<file path="config.mk">
export PLATFORM = sky130hd
export DESIGN_NAME = hls_to_rgb_converter
export DESIGN_NICKNAME = d
export VERILOG_FILES = /design/src/rtl/h2r_pkg.sv /design/src/rtl/h2r_div15.sv /design/src/rtl/hls_to_rgb_converter.sv
export SDC_FILE = /design/constraint.sdc
export NUM_CORES = 2
export LEC_CHECK = 0
export ABC_CLOCK_PERIOD_IN_PS = 29400
export BUFFER_PORTS_ARGS = -buffer_cell sky130_fd_sc_hd__clkbuf_2
export CORE_UTILIZATION = 30
export CTS_CLUSTER_DIAMETER = 120
export CTS_CLUSTER_SIZE = 40
export DETAILED_ROUTE_END_ITERATION = 8
export RECOVER_POWER = 50
export SYNTH_ARGS = -nofsm -noshare
export SYNTH_HDL_FRONTEND = slang
export SYNTH_SLANG_ARGS = --single-unit
</file>
<file path="constraint.sdc">
create_clock -name clk_i -period 29.4 [get_ports clk_i]
set_input_delay 2.94 -clock clk_i [delete_from_list [all_inputs] [get_ports clk_i]]
set_output_delay 2.94 -clock clk_i [all_outputs]
set_load 0.02 [all_outputs]
</file>
<file path="src/rtl/h2r_pkg.sv">
// shared constants, types and channel arithmetic for the hls to rgb converter
`default_nettype none

package h2r_pkg;

  // fixed point: ONE stands for 1.0
  localparam int FRAC_BITS = 15;
  localparam int LW        = FRAC_BITS + 1;
  localparam logic [LW-1:0] ONE  = LW'(64'(1) << FRAC_BITS);
  localparam logic [LW-1:0] HALF = LW'(64'(1) << (FRAC_BITS - 1));

  localparam int FIELD_W = 16;

  // hue in 1/64 degree: one turn and one 60 degree sector
  localparam int HUE_W = 15;
  localparam int SEC_W = 12;
  localparam logic [FIELD_W-1:0] HUE_TURN   = 16'd23040;
  localparam logic [SEC_W-1:0]   HUE_SECTOR = 12'd3840;
  localparam logic [SEC_W-1:0]   HUE_HALF   = 12'd1920;

  // x = (c * g + 1920) / 3840, done as (p >> 8) / 15
  localparam int P_W   = LW + 11;
  localparam int N_W   = P_W - 8;
  localparam int Q_W   = N_W - 3;
  localparam logic [Q_W-1:0] RECIP = Q_W'((64'(1) << N_W) / 15);
  localparam logic [N_W-1:0] DIVISOR = N_W'(15);

  // first letter holds chroma, second letter holds the secondary term
  typedef enum logic [2:0] {
    SEC_RG,
    SEC_GR,
    SEC_GB,
    SEC_BG,
    SEC_BR,
    SEC_RB
  } sector_e;

  // (2p + 2l - c + 1) >> 1, floored at zero and clamped to ONE
  function automatic logic [FIELD_W-1:0] chan_value(logic [LW-1:0] p, logic [LW-1:0] l,
                                                    logic [LW-1:0] c);
    logic [LW+1:0] twice;
    logic [LW+1:0] diff;
    logic [LW+1:0] v;
    twice = {1'b0, p, 1'b0} + {1'b0, l, 1'b0};
    diff  = twice - (LW+2)'(c);
    v     = (diff + (LW+2)'(1)) >> 1;
    if (twice < (LW+2)'(c)) begin
      return '0;
    end else if (v > (LW+2)'(ONE)) begin
      return FIELD_W'(ONE);
    end else begin
      return FIELD_W'(v);
    end
  endfunction

endpackage

`default_nettype wire

</file>
<file path="src/rtl/h2r_div15.sv">
// two stage divide by fifteen: reciprocal multiply, then one correction step
`default_nettype none

module h2r_div15
  import h2r_pkg::*;
(
  input  wire logic           clk_i,
  input  wire logic           en_i,
  input  wire logic [N_W-1:0] num_i,
  output logic      [Q_W-1:0] quo_o
);

  logic [N_W-1:0]     num_q;
  logic [Q_W-1:0]     est_q;
  logic [Q_W-1:0]     est_d;
  logic [N_W+Q_W-1:0] prod;
  logic [N_W-1:0]     rem;
  logic [Q_W-1:0]     quo_q;
  logic [Q_W-1:0]     quo_d;

  // estimate is the true quotient or one below it
  assign prod  = (N_W+Q_W)'(num_i) * (N_W+Q_W)'(RECIP);
  assign est_d = Q_W'(prod >> N_W);

  always_ff @(posedge clk_i) begin
    if (en_i) begin
      num_q <= num_i;
      est_q <= est_d;
    end
  end

  assign rem   = num_q - N_W'(est_q) * DIVISOR;
  assign quo_d = (rem >= DIVISOR) ? est_q + Q_W'(1) : est_q;

  always_ff @(posedge clk_i) begin
    if (en_i) begin
      quo_q <= quo_d;
    end
  end

  assign quo_o = quo_q;

endmodule

`default_nettype wire

</file>
<file path="src/rtl/hls_to_rgb_converter.sv">
// hsl to rgb conversion: hue in 1/64 degree, lightness and saturation in q1.15
// usage:
//   input channel carries hue_i, lightness_i, saturation_i under in_valid_i and
//   in_ready_o; output channel carries red_o, green_o, blue_o under out_valid_o
//   and out_ready_i. one word out for every word in, in order.
//   a word passes seven register stages, the first of which loads at the
//   accepting edge: hue wrap and lightness fold, chroma multiply, chroma
//   rounding, secondary multiply, two stages of divide by 3840, and the
//   channel offset and clamp.
//   throughput is one word per cycle while the receiver takes words.
//   when out_ready_i is low with a word waiting, the whole pipeline holds and
//   in_ready_o drops; nothing is lost or repeated. bubbles move up whenever the
//   output register is empty or being taken.
//   reset clears all valid bits; the block has no state beyond the pipeline.
`default_nettype none

module hls_to_rgb_converter
  import h2r_pkg::*;
(
  input  wire logic               clk_i,
  input  wire logic               rst_ni,
  input  wire logic               in_valid_i,
  output logic                    in_ready_o,
  input  wire logic [FIELD_W-1:0] hue_i,
  input  wire logic [FIELD_W-1:0] lightness_i,
  input  wire logic [FIELD_W-1:0] saturation_i,
  output logic                    out_valid_o,
  input  wire logic               out_ready_i,
  output logic      [FIELD_W-1:0] red_o,
  output logic      [FIELD_W-1:0] green_o,
  output logic      [FIELD_W-1:0] blue_o
);

  localparam int STAGES = 7;

  logic              advance;
  logic [STAGES-1:0] valid_q;
  logic [STAGES-1:0] valid_d;

  assign advance    = !valid_q[STAGES-1] || out_ready_i;
  assign in_ready_o = advance;
  assign valid_d    = {valid_q[STAGES-2:0], in_valid_i};

  always_ff @(posedge clk_i or negedge rst_ni) begin
    if (!rst_ni) begin
      valid_q <= '0;
    end else if (advance) begin
      valid_q <= valid_d;
    end
  end

  // stage 1: hue wrap, clamp lightness and saturation, fold lightness
  logic [HUE_W-1:0] h1_d, h1_q;
  logic [LW-1:0]    l1_d, l1_q, s1_d, s1_q, om1_d, om1_q;
  logic [LW:0]      twol, fold;

  always_comb begin
    if (hue_i >= {HUE_TURN[FIELD_W-2:0], 1'b0}) begin
      h1_d = HUE_W'(hue_i - {HUE_TURN[FIELD_W-2:0], 1'b0});
    end else if (hue_i >= HUE_TURN) begin
      h1_d = HUE_W'(hue_i - HUE_TURN);
    end else begin
      h1_d = HUE_W'(hue_i);
    end
    l1_d = (32'(lightness_i) > 32'(ONE)) ? ONE : LW'(lightness_i);
    s1_d = (32'(saturation_i) > 32'(ONE)) ? ONE : LW'(saturation_i);
    twol = {l1_d, 1'b0};
    fold = (twol >= (LW+1)'(ONE)) ? twol - (LW+1)'(ONE) : (LW+1)'(ONE) - twol;
    om1_d = LW'((LW+1)'(ONE) - fold);
  end

  always_ff @(posedge clk_i) begin
    if (advance) begin
      h1_q  <= h1_d;
      l1_q  <= l1_d;
      s1_q  <= s1_d;
      om1_q <= om1_d;
    end
  end

  // stage 2: chroma product, sector and triangular fraction
  logic [2*LW-1:0]  prod2_d, prod2_q;
  sector_e          sec2_d, sec2_q;
  logic [HUE_W-1:0] base2;
  logic [SEC_W-1:0] f2;
  logic [SEC_W-1:0] g2_d, g2_q;
  logic [LW-1:0]    l2_q;
  logic             odd2;

  assign prod2_d = (2*LW)'(om1_q) * (2*LW)'(s1_q);

  always_comb begin
    if (h1_q >= HUE_W'(5 * HUE_SECTOR)) begin
      sec2_d = SEC_RB;
      base2  = HUE_W'(5 * HUE_SECTOR);
    end else if (h1_q >= HUE_W'(4 * HUE_SECTOR)) begin
      sec2_d = SEC_BR;
      base2  = HUE_W'(4 * HUE_SECTOR);
    end else if (h1_q >= HUE_W'(3 * HUE_SECTOR)) begin
      sec2_d = SEC_BG;
      base2  = HUE_W'(3 * HUE_SECTOR);
    end else if (h1_q >= HUE_W'(2 * HUE_SECTOR)) begin
      sec2_d = SEC_GB;
      base2  = HUE_W'(2 * HUE_SECTOR);
    end else if (h1_q >= HUE_W'(HUE_SECTOR)) begin
      sec2_d = SEC_GR;
      base2  = HUE_W'(HUE_SECTOR);
    end else begin
      sec2_d = SEC_RG;
      base2  = '0;
    end
    f2   = SEC_W'(h1_q - base2);
    odd2 = (sec2_d == SEC_GR) || (sec2_d == SEC_BG) || (sec2_d == SEC_RB);
    g2_d = odd2 ? HUE_SECTOR - f2 : f2;
  end

  always_ff @(posedge clk_i) begin
    if (advance) begin
      prod2_q <= prod2_d;
      sec2_q  <= sec2_d;
      g2_q    <= g2_d;
      l2_q    <= l1_q;
    end
  end

  // stage 3: round chroma
  logic [LW-1:0]    c3_q, l3_q;
  logic [SEC_W-1:0] g3_q;
  sector_e          sec3_q;

  always_ff @(posedge clk_i) begin
    if (advance) begin
      c3_q   <= LW'((prod2_q + (2*LW)'(HALF)) >> FRAC_BITS);
      g3_q   <= g2_q;
      sec3_q <= sec2_q;
      l3_q   <= l2_q;
    end
  end

  // stage 4: secondary numerator
  logic [P_W-1:0] p4_q;
  logic [LW-1:0]  c4_q, l4_q;
  sector_e        sec4_q;

  always_ff @(posedge clk_i) begin
    if (advance) begin
      p4_q   <= P_W'(c3_q) * P_W'(g3_q) + P_W'(HUE_HALF);
      c4_q   <= c3_q;
      sec4_q <= sec3_q;
      l4_q   <= l3_q;
    end
  end

  // stages 5 and 6: divide by 3840
  logic [Q_W-1:0] x6;
  logic [LW-1:0]  c5_q, l5_q, c6_q, l6_q;
  sector_e        sec5_q, sec6_q;

  h2r_div15 u_div (
    .clk_i (clk_i),
    .en_i  (advance),
    .num_i (p4_q[P_W-1:8]),
    .quo_o (x6)
  );

  always_ff @(posedge clk_i) begin
    if (advance) begin
      c5_q   <= c4_q;
      l5_q   <= l4_q;
      sec5_q <= sec4_q;
      c6_q   <= c5_q;
      l6_q   <= l5_q;
      sec6_q <= sec5_q;
    end
  end

  // stage 7: route terms, add offset, clamp
  logic [LW-1:0]      x6w;
  logic [LW-1:0]      pr, pg, pb;
  logic [FIELD_W-1:0] red_q, green_q, blue_q;

  assign x6w = LW'(x6);

  always_comb begin
    pr = '0;
    pg = '0;
    pb = '0;
    case (sec6_q)
      SEC_RG: begin
        pr = c6_q;
        pg = x6w;
      end
      SEC_GR: begin
        pr = x6w;
        pg = c6_q;
      end
      SEC_GB: begin
        pg = c6_q;
        pb = x6w;
      end
      SEC_BG: begin
        pg = x6w;
        pb = c6_q;
      end
      SEC_BR: begin
        pr = x6w;
        pb = c6_q;
      end
      SEC_RB: begin
        pr = c6_q;
        pb = x6w;
      end
      default: begin
        pr = '0;
        pg = '0;
        pb = '0;
      end
    endcase
  end

  always_ff @(posedge clk_i) begin
    if (advance) begin
      red_q   <= chan_value(pr, l6_q, c6_q);
      green_q <= chan_value(pg, l6_q, c6_q);
      blue_q  <= chan_value(pb, l6_q, c6_q);
    end
  end

  assign out_valid_o = valid_q[STAGES-1];
  assign red_o       = red_q;
  assign green_o     = green_q;
  assign blue_o      = blue_q;

`ifndef SYNTHESIS
  // secondary term never exceeds chroma
  assert property (@(posedge clk_i) disable iff (!rst_ni)
    valid_q[5] |-> (32'(x6) <= 32'(c6_q)))
    else $error("secondary term above chroma");

  // results stay within 0..1
  assert property (@(posedge clk_i) disable iff (!rst_ni)
    out_valid_o |-> (32'(red_o) <= 32'(ONE) && 32'(green_o) <= 32'(ONE) &&
                     32'(blue_o) <= 32'(ONE)))
    else $error("channel out of range");

  // a stall freezes every valid bit in the pipeline
  assert property (@(posedge clk_i) disable iff (!rst_ni)
    (out_valid_o && !out_ready_i) |=> $stable(valid_q))
    else $error("pipeline moved during stall");
`endif

endmodule

`default_nettype wire

</file>
==> run summary <==
status = complete, but fails checks
failing checks = DRC, capacitance limit, slew limit
Synth Area in XOR/XNOR = 0.0493
Max Buffers Root-to-Sink = 3
synthesis warning total = 0
drt drc = 20
slew margin rel. = -1.72
top post-synthesis cells by area = edfxtp_1 (30%), fa_1 (22%), ha_1 (15%)
number of synthesized flops with an enable pin = 379
First-pass DRT Iterations = 9
global route overflow = 0
DR iter-0 viols = 1454
final worst path period share = 0.317
Crit Path Class = in2reg
Post-DP HPWL = 67300 µm
min-delay worst type = reg2reg
post-synth top area cell = edfxtp_1
Synth Area in Simple Gates = 0.129
CTS tree = done
clk sinks = 386
delay of the slowest critical-path stage = 2950 ps
Die W = 355 µm
post-synthesis cell type count = 75
total die area = 126000 µm²
IO Port Bufs = 101
Buf/Inv on CP = 5
Synth async-reset ratio = 0.0181
CP endpoint kind = flip-flop
critical path launch point type = primary input
layout cell share with drive strength beyond 1 = 0.0287
initial core utilization = 0.303
synthesized area = 37500 µm²
Setup-failing EPs final = 0
Main synth FF type = edfxtp_1
Core Area = 124000 µm²
initial antenna violation count = 0
post-CTS setup buffers = 0
CTS clk-pin slew, worst paths = 130 ps
Compound-Gate Fraction of Synth Area = 0.0778
DRT Wirelength = 83500 µm
PostCTS Resize Cnt = 0
worst-skew pair later-pin latency = 600 ps
first-pass GRT wire length = 134000 µm
RSZ-0062 raised after global routing = false
Slew Limit Fails = 169
WP data required = 29610 ps
IO Count = 102
Layout Nets = 4515
Fin. Hold Viols = 0
Fin Setup TNS = 0 ps
worst-path cell chain = clkbuf_2 -> nand2b_1 -> clkbuf_1 -> clkbuf_1 -> buf_4 -> buf_4
vias in the first global route = 24776
CTS Buf Count = 18
total of max-cap violations = 3
fillers = 12529
# diodes = 0
Largest regs = p4_q (19), u_div.num_q (19), prod2_q (17)
Syn Inst Count = 3572
commonest cells in the netlist = inv_1 (554), nand2_1 (443), ha_1 (439)
Hold WS = 411 ps
Least-Margin Pin Slew = 4080 ps
skew final = 34.6 ps
htree depth = 1
Final ANT Viol Nets = 0
die height = 355 µm
Area growth, synth to finish = 7.79%
drt wl/cell = 15.9 µm
Final Util = 0.326
Placement Rows = 129
Crit path arrival time = 9520 ps
share of the synthesized area in the top cell type = 0.304
Syn Nets = 4471
count leader, synth = inv_1
syn_area_per_cell = 10.5 µm²
Post-Synth Adder-Cell Area = 0.364
CTS Root Cell = clkbuf_16
pin count of the biggest net entering global routing = 78
maximum net fanout on the critical path = 77
min Tclk post-route = 9310 ps
synthesis-stage register bit count = 386
GP Congestion = 0.881
sequential share of the synthesized area = 0.308
Tot GR Track Use = 0.133
f_max = 107 MHz
# hold bufs at CTS = 0
mux contribution to synthesized area = 0.00688
cell family with most CP delay = buffers and inverters
critical path's slowest cell = clkbuf_1
vias per cell = 4.67
via count = 24566
largest family of logic cells by synthesized area = adder cells
==> cell families (layout without fill, tap and decap cells) <==
logic type | count (synthesis) | in the layout
fa+ha+maj | 847 | 847
mux | 25 | 25
flops | 386 | 386
compound gates | 440 | 440
xor+xnor | 211 | 211
simple gates | 1020 | 1020
buf+inv | 643 | 697
==> worst register-to-register path, stage by stage, from the launching register on <==
cell and delay (ps):
dfrtp_1 400, nand2b_1 90, clkbuf_1 1390, clkbuf_1 2970, buf_4 1110, buf_4 880
==> layer usage <==
layer  up-vias  global-route usage  routed length [µm]
met3        76              0.0212                4480
met4         0              0.0260                1540
met2       501               0.218               38700
met1     12128               0.184               38700
li1      11861                   -                   -
met5         -                   0                   0
==> through the flow <==
step	area (µm²)	setup slack [ps]	instances
after floorplan	37500	12840	3572
after global placement	39800	22390	5233
after detailed placement	39800	22250	5233
after CTS	40500	22200	5263
after global routing	40400	19310	5263
final	40400	20090	5263
==> cells in the final DEF (no fill, tap or decap), types with 11 or more instances in the layout <==
cell type	Yosys	layout
inv_1	554	554
nand2_1	443	443
ha_1	439	439
fa_1	408	408
edfxtp_1	379	379
nor2_1	156	156
and2_1	154	153
xnor2_1	147	147
a21oi_1	139	139
o21ai_0	67	67
clkbuf_1	86	67
xor2_1	64	64
nor2b_1	51	51
nor3_1	49	49
a21o_1	43	43
nand3_1	42	42
clkbuf_2	0	40
nand2b_1	25	25
o21a_1	24	24
nand4_1	20	20
mux2i_1	19	19
clkbuf_16	0	19
and3_1	18	18
a31oi_1	18	18
o21bai_1	17	17
o31ai_1	13	13
o211ai_1	12	12
a211oi_1	12	12
a22o_1	11	11
or3_1	11	11
==> final cells by class <==
type	instances	area (µm²)	share of cell area
repair buffers	113	497	0.0123
inverters	554	2080	0.0515
clock buffers	19	475	0.0118
multi-input cells	2543	23500	0.582
flip-flops and latches	386	11600	0.286
clock inverters	11	238	0.00588
well taps	1637	2050	0.0507
==> path summary, 6_finish.rpt <==
path / startpoint / to / slack (ps) / cells past startpoint
max in group asynchronous: rst_ni / valid_q[5] / 26880 / 1
min in group asynchronous: rst_ni / valid_q[6] / 2250 / 1
worst max-delay path: out_ready_i / u_div.num_q[14] / 20090 / 6
worst max register to register: valid_q[6] / u_div.num_q[14] / 22140 / 5
worst min register to register: g2_q[0] / g3_q[0] / 410 / 0
worst min-delay path: g2_q[0] / g3_q[0] / 410 / 0
Power is left out: the tool's default activity adds up to more than one toggle a clock period on the data nets, which glitch-free logic cannot reach.
